**src/hdl/twd_pkg.sv**
```systemverilog
// Shared types, codes and reset constants for the task watchdog supervisor.
`default_nettype none
package twd_pkg;

  localparam int MAX_TASKS  = 5;
  localparam int TASKS_DEF  = 5;
  localparam int TIME_W     = 32;
  localparam int DL_W       = 16;
  localparam int CMD_W      = 3;
  localparam int ID_W       = 3;
  localparam int REG_IDX_W  = 3;

  typedef enum logic [CMD_W-1:0] {
    CMD_TICK    = 3'd0,
    CMD_KICK    = 3'd1,
    CMD_FAULT   = 3'd2,
    CMD_CLEAR   = 3'd3,
    CMD_SERVICE = 3'd4,
    CMD_RESTART = 3'd5
  } cmd_t;

  typedef enum logic [1:0] {
    BLAME_NONE   = 2'd0,
    BLAME_FAULTS = 2'd1,
    BLAME_TASK   = 2'd2
  } blame_t;

  localparam logic [REG_IDX_W-1:0] REG_GRACE = 3'd5;
  localparam logic [REG_IDX_W-1:0] REG_LIMIT = 3'd6;

  localparam logic [DL_W-1:0]   DEADLINE_RESET [MAX_TASKS] = '{
    16'd500, 16'd500, 16'd1000, 16'd2000, 16'd2000
  };
  localparam logic [DL_W-1:0]   GRACE_RESET = 16'd15000;
  localparam logic [TIME_W-1:0] LIMIT_RESET = 32'd10;
  localparam logic [TIME_W-1:0] FAULT_MAX   = 32'hFFFF_FFFF;

  typedef enum logic [2:0] {
    ST_IDLE,
    ST_EXEC,
    ST_GRACE,
    ST_FAULT,
    ST_SCAN,
    ST_OUT
  } state_t;

  typedef enum logic [1:0] {
    OP_GRACE,
    OP_FAULT,
    OP_TASK
  } op_sel_t;

  // result of the shared subtract-compare unit: (a - b) against lim
  typedef struct packed {
    logic lt;
    logic gt;
  } cmp_t;

endpackage
`default_nettype wire

```
**src/hdl/twd_subcmp.sv**
```systemverilog
// Shared unit: modulo-2^32 difference of two timestamps compared with a limit.
`default_nettype none
module twd_subcmp
  import twd_pkg::*;
(
  input  wire logic [TIME_W-1:0] a,
  input  wire logic [TIME_W-1:0] b,
  input  wire logic [TIME_W-1:0] lim,
  output cmp_t                   result
);

  logic [TIME_W-1:0] diff;

  assign diff      = a - b;
  assign result.lt = (diff < lim);
  assign result.gt = (diff > lim);

endmodule
`default_nettype wire

```
**src/hdl/task_aggregated_watchdog.sv**
```systemverilog
// Top level: sequencer, state registers and channels of the task watchdog supervisor.
//
// channel | signals                                         | direction
// in      | in_valid, in_stall, command, task_id            | request in
// out     | out_valid, out_stall, feed_pulse, blame_kind,   | result out
//         | blame_task, fault_count                         |
// cfg     | cfg_valid, cfg_ready, cfg_index, cfg_data       | register write in
//
// Requests are accepted only in IDLE, so a new one waits until the last result
// is loaded. Non-service requests go EXEC then OUT; service goes EXEC, GRACE
// (ends in grace), FAULT (ends at the fault limit), then SCAN, one task per cycle
// through the shared subtract-compare unit until a task is blamed or all tasks
// are healthy. A result held by out_stall delays the next accept. Synchronous
// reset restores the register defaults, clears the supervisor state and out_valid.
`default_nettype none
module task_aggregated_watchdog
  import twd_pkg::*;
#(
  parameter int TASKS = TASKS_DEF
) (
  input  wire logic                 clk,
  input  wire logic                 rst,
  input  wire logic                 in_valid,
  output logic                      in_stall,
  input  wire logic [CMD_W-1:0]     command,
  input  wire logic [ID_W-1:0]      task_id,
  output logic                      out_valid,
  input  wire logic                 out_stall,
  output logic                      feed_pulse,
  output logic [1:0]                blame_kind,
  output logic [ID_W-1:0]           blame_task,
  output logic [TIME_W-1:0]         fault_count,
  input  wire logic                 cfg_valid,
  output logic                      cfg_ready,
  input  wire logic [REG_IDX_W-1:0] cfg_index,
  input  wire logic [TIME_W-1:0]    cfg_data
);

  localparam int IDX_W = (TASKS > 1) ? $clog2(TASKS) : 1;
  localparam logic [ID_W-1:0]  TASK_LIM = ID_W'(TASKS);
  localparam logic [IDX_W-1:0] LAST_IDX = IDX_W'(TASKS - 1);

  state_t state, state_next;

  logic [DL_W-1:0]   deadline [TASKS];
  logic [DL_W-1:0]   grace_ms;
  logic [TIME_W-1:0] fault_limit;

  logic [TIME_W-1:0] time_now;
  logic [TIME_W-1:0] boot_time;
  logic [TIME_W-1:0] last_kick [TASKS];
  logic [TASKS-1:0]  task_started;
  logic [TIME_W-1:0] fault_counter;
  blame_t            blame_kind_reg;
  logic [ID_W-1:0]   blame_task_reg;
  logic              feed_reg;

  cmd_t              cmd;
  logic [ID_W-1:0]   id;
  logic [IDX_W-1:0]  scan_idx;

  op_sel_t           op_sel;
  logic [TIME_W-1:0] op_a, op_b, op_lim;
  cmp_t              cmp;
  logic              out_free;
  logic              out_load;
  logic              task_bad;

  assign cfg_ready = 1'b1;
  assign in_stall  = (state != ST_IDLE);
  assign out_free  = !out_valid || !out_stall;
  assign task_bad  = !task_started[scan_idx] || cmp.gt;

  // operand select for the shared unit
  always_comb begin
    unique case (op_sel)
      OP_GRACE: begin
        op_a   = time_now;
        op_b   = boot_time;
        op_lim = {{(TIME_W-DL_W){1'b0}}, grace_ms};
      end
      OP_FAULT: begin
        op_a   = fault_counter;
        op_b   = '0;
        op_lim = fault_limit;
      end
      default: begin
        op_a   = time_now;
        op_b   = last_kick[scan_idx];
        op_lim = {{(TIME_W-DL_W){1'b0}}, deadline[scan_idx]};
      end
    endcase
  end

  twd_subcmp u_subcmp (
    .a      (op_a),
    .b      (op_b),
    .lim    (op_lim),
    .result (cmp)
  );

  // next state
  always_comb begin
    state_next = state;
    unique case (state)
      ST_IDLE:  if (in_valid) state_next = ST_EXEC;
      ST_EXEC:  state_next = (cmd == CMD_SERVICE) ? ST_GRACE : ST_OUT;
      ST_GRACE: state_next = cmp.lt ? ST_OUT : ST_FAULT;
      ST_FAULT: state_next = cmp.lt ? ST_SCAN : ST_OUT;
      ST_SCAN:  if (task_bad || scan_idx == LAST_IDX) state_next = ST_OUT;
      ST_OUT:   if (out_free) state_next = ST_IDLE;
      default:  state_next = ST_IDLE;
    endcase
  end

  // sequencer outputs
  always_comb begin
    unique case (state)
      ST_GRACE: op_sel = OP_GRACE;
      ST_FAULT: op_sel = OP_FAULT;
      default:  op_sel = OP_TASK;
    endcase
    out_load = (state == ST_OUT) && out_free;
  end

  always_ff @(posedge clk) begin
    if (rst) begin
      state <= ST_IDLE;
    end else begin
      state <= state_next;
    end
  end

  // request capture and scan index
  always_ff @(posedge clk) begin
    if (state == ST_IDLE && in_valid) begin
      cmd <= cmd_t'(command);
      id  <= task_id;
    end
    if (state == ST_FAULT) begin
      scan_idx <= '0;
    end else if (state == ST_SCAN) begin
      scan_idx <= scan_idx + 1'b1;
    end
  end

  // configuration registers
  always_ff @(posedge clk) begin
    if (rst) begin
      for (int i = 0; i < TASKS; i++) begin
        deadline[i] <= DEADLINE_RESET[i];
      end
      grace_ms    <= GRACE_RESET;
      fault_limit <= LIMIT_RESET;
    end else if (cfg_valid && cfg_ready) begin
      if (cfg_index < TASK_LIM) begin
        deadline[cfg_index[IDX_W-1:0]] <= cfg_data[DL_W-1:0];
      end else if (cfg_index == REG_GRACE) begin
        grace_ms <= cfg_data[DL_W-1:0];
      end else if (cfg_index == REG_LIMIT) begin
        fault_limit <= cfg_data;
      end
    end
  end

  // supervisor state
  always_ff @(posedge clk) begin
    if (rst) begin
      time_now       <= '0;
      boot_time      <= '0;
      for (int i = 0; i < TASKS; i++) begin
        last_kick[i] <= '0;
      end
      task_started   <= '0;
      fault_counter  <= '0;
      blame_kind_reg <= BLAME_NONE;
      blame_task_reg <= '0;
      feed_reg       <= 1'b0;
    end else begin
      unique case (state)
        ST_IDLE: begin
          if (in_valid) feed_reg <= 1'b0;
        end
        ST_EXEC: begin
          unique case (cmd)
            CMD_TICK: time_now <= time_now + 1'b1;
            CMD_KICK: begin
              if (id < TASK_LIM) begin
                last_kick[id[IDX_W-1:0]]    <= time_now;
                task_started[id[IDX_W-1:0]] <= 1'b1;
              end
            end
            CMD_FAULT: begin
              if (fault_counter != FAULT_MAX) fault_counter <= fault_counter + 1'b1;
            end
            CMD_CLEAR: fault_counter <= '0;
            CMD_RESTART: begin
              boot_time <= time_now;
              for (int i = 0; i < TASKS; i++) begin
                last_kick[i] <= time_now;
              end
              task_started   <= '0;
              fault_counter  <= '0;
              blame_kind_reg <= BLAME_NONE;
              blame_task_reg <= '0;
            end
            default: ;
          endcase
        end
        ST_GRACE: begin
          if (cmp.lt) begin
            blame_kind_reg <= BLAME_NONE;
            blame_task_reg <= '0;
            feed_reg       <= 1'b1;
          end
        end
        ST_FAULT: begin
          // fault_counter - 0 not below limit: limit reached
          if (!cmp.lt) begin
            blame_kind_reg <= BLAME_FAULTS;
            blame_task_reg <= '0;
          end
        end
        ST_SCAN: begin
          if (task_bad) begin
            blame_kind_reg <= BLAME_TASK;
            blame_task_reg <= ID_W'(scan_idx);
          end else if (scan_idx == LAST_IDX) begin
            blame_kind_reg <= BLAME_NONE;
            blame_task_reg <= '0;
            feed_reg       <= 1'b1;
          end
        end
        default: ;
      endcase
    end
  end

  // output register
  always_ff @(posedge clk) begin
    if (rst) begin
      out_valid <= 1'b0;
    end else if (out_load) begin
      out_valid <= 1'b1;
    end else if (!out_stall) begin
      out_valid <= 1'b0;
    end
  end

  always_ff @(posedge clk) begin
    if (out_load) begin
      feed_pulse  <= feed_reg;
      blame_kind  <= blame_kind_reg;
      blame_task  <= blame_task_reg;
      fault_count <= fault_counter;
    end
  end

endmodule
`default_nettype wire
```
**config.mk**
```make
export PLATFORM = sky130hd
export DESIGN_NAME = task_aggregated_watchdog
export DESIGN_NICKNAME = d
export VERILOG_FILES = /design/src/hdl/twd_pkg.sv /design/src/hdl/twd_subcmp.sv /design/src/hdl/task_aggregated_watchdog.sv
export SDC_FILE = /design/constraint.sdc
export NUM_CORES = 1
export LEC_CHECK = 0
export BUFFER_PORTS_ARGS = -buffer_cell sky130_fd_sc_hd__buf_2
export CAP_MARGIN = 40
export CORE_UTILIZATION = 50
export DETAILED_ROUTE_END_ITERATION = 16
export GPL_ROUTABILITY_DRIVEN = 1
export PLACE_DENSITY = 0.69
export SLEW_MARGIN = 30
export SYNTH_ARGS = -nofsm -noshare
export SYNTH_HDL_FRONTEND = slang
export SYNTH_HIERARCHICAL = 1
export SYNTH_SLANG_ARGS = --single-unit
```
**constraint.sdc**
```tcl
create_clock -name clk -period 6.2 [get_ports clk]
set_clock_uncertainty 0.15 [all_clocks]
set_input_delay 1.55 -clock clk [delete_from_list [all_inputs] [get_ports clk]]
set_output_delay 1.55 -clock clk [all_outputs]
set_load 0.02 [all_outputs]
```
==> metrics.md <==
| Metric | Value |
|---|---|
| Post-DP HPWL | 47.0 mm |
| Synth Instances | 2323 |
| Required @ worst endpoint | 6650 ps |
| Ys flop type | edfxtp_1 |
| Global Route Usage Sum | approximately 25% |
| DR vias/cell | approximately 5.7 |
| Boundary Pins | 87 |
| Pre-CTS setup slack | 71.5 ps |
| # H-tree levels | 2 |
| Unique masters post-synth | 79 |
| Seq/Total Area, Yosys | 57.6% |
| WS Path Type | reg2reg |
| Placement Rows | 86 |
| Mapped cell area | 28100 sq um |
| Met1 Use GR | 32.4% |
| Clk pwr share | 31.2% |
| Total CTS buffers | 61 |
| Fin crit period | 5890 ps |
| GRT overflow | 0 |
| First-pass GRT wire length | ~110 mm |
| Post-synth EDFFs | 428 |
| Cts hold-fix bufs | 0 |
| Outcome | finished, final reports clean |
| Worst min-delay path class | reg2reg |
| P_sw | between 3 and 4 mW |
| Crit-path max cell delay | 510 ps |
| Most crowded layer after global routing | met2 |
| Initial antenna violation count | 1 |
| Syn Area/Cell | 12.1 sq um |
| Routed wire per std cell | 21.0 microns |
| CTS resizes | 0 |
| Clock sink count | between 500 and 600 |
| Post-synth ARST share | 0% |
| CTS tree | built |
| Rel. slew slack | 42.3% |
| Max reg flops | between 200 and 300 |
| Die Wd | 239 microns |
| Setup crit end kind | flop |
| Core Box Area | 55300 sq um |
| Tcrit/Tclk final | between 90% and 100% |
| DRC | 0 |
| Flop pwr share | 39.2% |
| Detailed-route via count | 19.2k |
| Final Power | 11.7 mW |
| Least-Margin Pin Slew | ~860 ps |
| Endpoints failing setup | 0 |
| Slew Viols, Final | 0 |
| Antenna Cells | 0 |
| Clock root cell | clkbuf_16 |
| Placed cell area | 30200 sq um |
| Clk slew on worst S/H paths | approximately 60 ps |
| Post-Layout Inst Area | 32300 sq um |
| Met3 usage | under 10% |
| Drt pass-1 iters | 5 |
| Cell Pwr Density | 364 nW/um^2 |
| Reg with most FFs | last_kick |
| FF/Latch Area | ~16000 sq um |
| Layout cells sized above 1 | 17.6% |
| Die extent in y | 239 microns |
| PnR worst setup slack | 314 ps |
| Clk_lat worst skew | 650 ps |
| First DRT Iteration DRCs | around 1.7k |
| Highest clock rate | about 0.17 GHz |
| Vias in the first global route | 19.1k |
| Util after Layout | 58.4% |
| Area of the multi-input gates | 11700 sq um |
| Worst path arrival time | 6330 ps |
| Comb power frac | 29.6% |
| Die area | roughly 57000 sq um |
| Worst path bufs/invs | 2 |
| Post-DRT Antenna Nets | 0 |
| Starting Density | 50.7% |
| # fillers | 4631 |
| Final hold violation count | 0 |
| R2R Setup Slk | 310 ps |
| Area delta synth->final | 15.0% |
| Switching Fraction | 31.5% |
| Synthesized flop and latch total | between 500 and 600 |
| Largest net degree at the start of global routing | 96 |
| Cell Int Power | 8.05 mW |
| Biggest regs | last_kick: 256 flops, deadline: 128 flops |
| Fin nets | 2652 |
| Setup Fix Bufs, Post-CTS | 0 |
| CP delay by family, top | compound AO/OA/AOI/OAI gates |
| Placer Congestion | around 0.95 |
| Post-route worst hold slack | 302 ps |
| Leakage | 12.0 nW |
| Number of port buffers | 85 |
| Startpoint types | flop |
| Max Fanout on Critical Path | 15 |
| Crit-path slowest cell | mux4_2 |
| Peak VDD IR | 0.000289 V |
| Ys Warns | 6 |
| WL final | 70.0 mm |
| Met2 GRT Util | 41.8% |
| Max-Cap Viols | 0 |
| Maximum root-to-sink buffer count | 3 |
| CP dominant cell by count | a21oi_1 |
-- power groups by stage --
stage | logic [mW] | clock network [mW] | registers (mW)
5_1_grt | 3.78 | 3.88 | 4.62
2_1_floorplan | 2.50 | 0 | 4.57
6_report | 3.47 | 3.67 | 4.60
4_1_cts | 3.44 | 3.73 | 4.61
3_3_place_gp | 3.36 | 0 | 4.68
3_5_place_dp | 3.42 | 0 | 4.69
-- stage by stage --
stage          TNS [ps]  cells
2_1_floorplan         0   2466
3_3_place_gp          0   3210
3_5_place_dp          0   3218
4_1_cts               0   3333
5_1_grt           -5.06   3338
6_report              0   3338
-- final timing paths --
| kind | start | end | cells past startpoint |
|---|---|---|---|
| worst max register to register | flop | blame_task_reg[0] | 25 |
| worst min register to register | fault_limit[17] | fault_limit[17] | 2 |
| worst min-delay path | fault_limit[17] | fault_limit[17] | 2 |
| worst max-delay path | flop | blame_task_reg[0] | 25 |
-- cells in the final DEF, fill, tap and decap left out, types with 40 or more instances in the layout --
cell type / count
edfxtp_1: 428
nand2_1: 226
and2_1: 190
a21oi_1: 184
dfxtp_1: 161
conb_1: 145
mux4_2: 97
buf_2: 88
inv_1: 85
o21ai_0: 81
nand3_1: 73
ha_1: 67
clkbuf_16: 61
buf_4: 59
nor2_1: 54
mux2i_1: 45
or3_1: 40
-- tightest hold or removal path: stages (launching register included) --
cell	delay, ps
dfxtp_1	300
nand2_1	50
a21oi_1	50
-- cell families after synthesis --
| group | Yosys count | synth area share [%] |
|---|---|---|
| buffers and inverters | 240 | 3.43 |
| and+or+nand+nor | 793 | 15.1 |
| muxes | 178 | 10.8 |
| other | 2 | 0.0268 |
| DFF | 593 | 57.6 |
| adders and majority gates | 68 | 3.06 |
| AOI/OAI and AO/OA | 399 | 8.43 |
| xor gates and xnor gates | 50 | 1.56 |
-- synthesized netlist by cell type, types with 4 or more instances --
cell type,number,area share (%)
nand3_1,73,1.3
and4_1,11,0.34
o31ai_1,17,0.45
nor3_1,28,0.50
or3_1,40,0.89
xnor2_1,31,0.97
o211ai_1,4,0.11
nand4_1,25,0.56
and3_1,27,0.60
mux4_2,97,7.8
nor2_1,54,0.72
a22o_1,4,0.12
a211oi_1,19,0.51
xor2_1,19,0.59
mux2_2,32,1.3
clkbuf_1,125,1.7
a31oi_1,9,0.20
dfxtp_1,165,12
nor4_1,34,0.76
a21oi_1,187,3.3
buf_2,11,0.20
a21o_1,29,0.78
a21oi_2,4,0.12
edfxtp_1,428,46
nand2b_1,20,0.45
and2_1,191,4.3
nand2_1,228,3.0
buf_6,4,0.16
mux2i_1,49,1.7
buf_1,11,0.15
o21ai_0,91,1.6
nor2b_1,20,0.45
ha_1,67,3.0
or2_2,6,0.13
or4_1,14,0.37
inv_1,85,1.1
-- metal layers --
| metal | up-vias | wire length [microns] |
|---|---|---|
| li1 | 8870 | - |
| met1 | 9517 | 28600 |
| met2 | 633 | 34400 |
| met3 | 138 | 4390 |
| met4 | 0 | 2580 |
| met5 | - | 0 |
-- area by class of cell --
type	instances	area share, %
clock buffers	78	5.05
repair buffers	164	3.55
clock inverters	37	1.22
inverters	85	0.988
well taps	748	2.90
multi-input cells	1633	36.2
flip-flops and latches	593	50.1
Power figures use the tool's default switching activity.
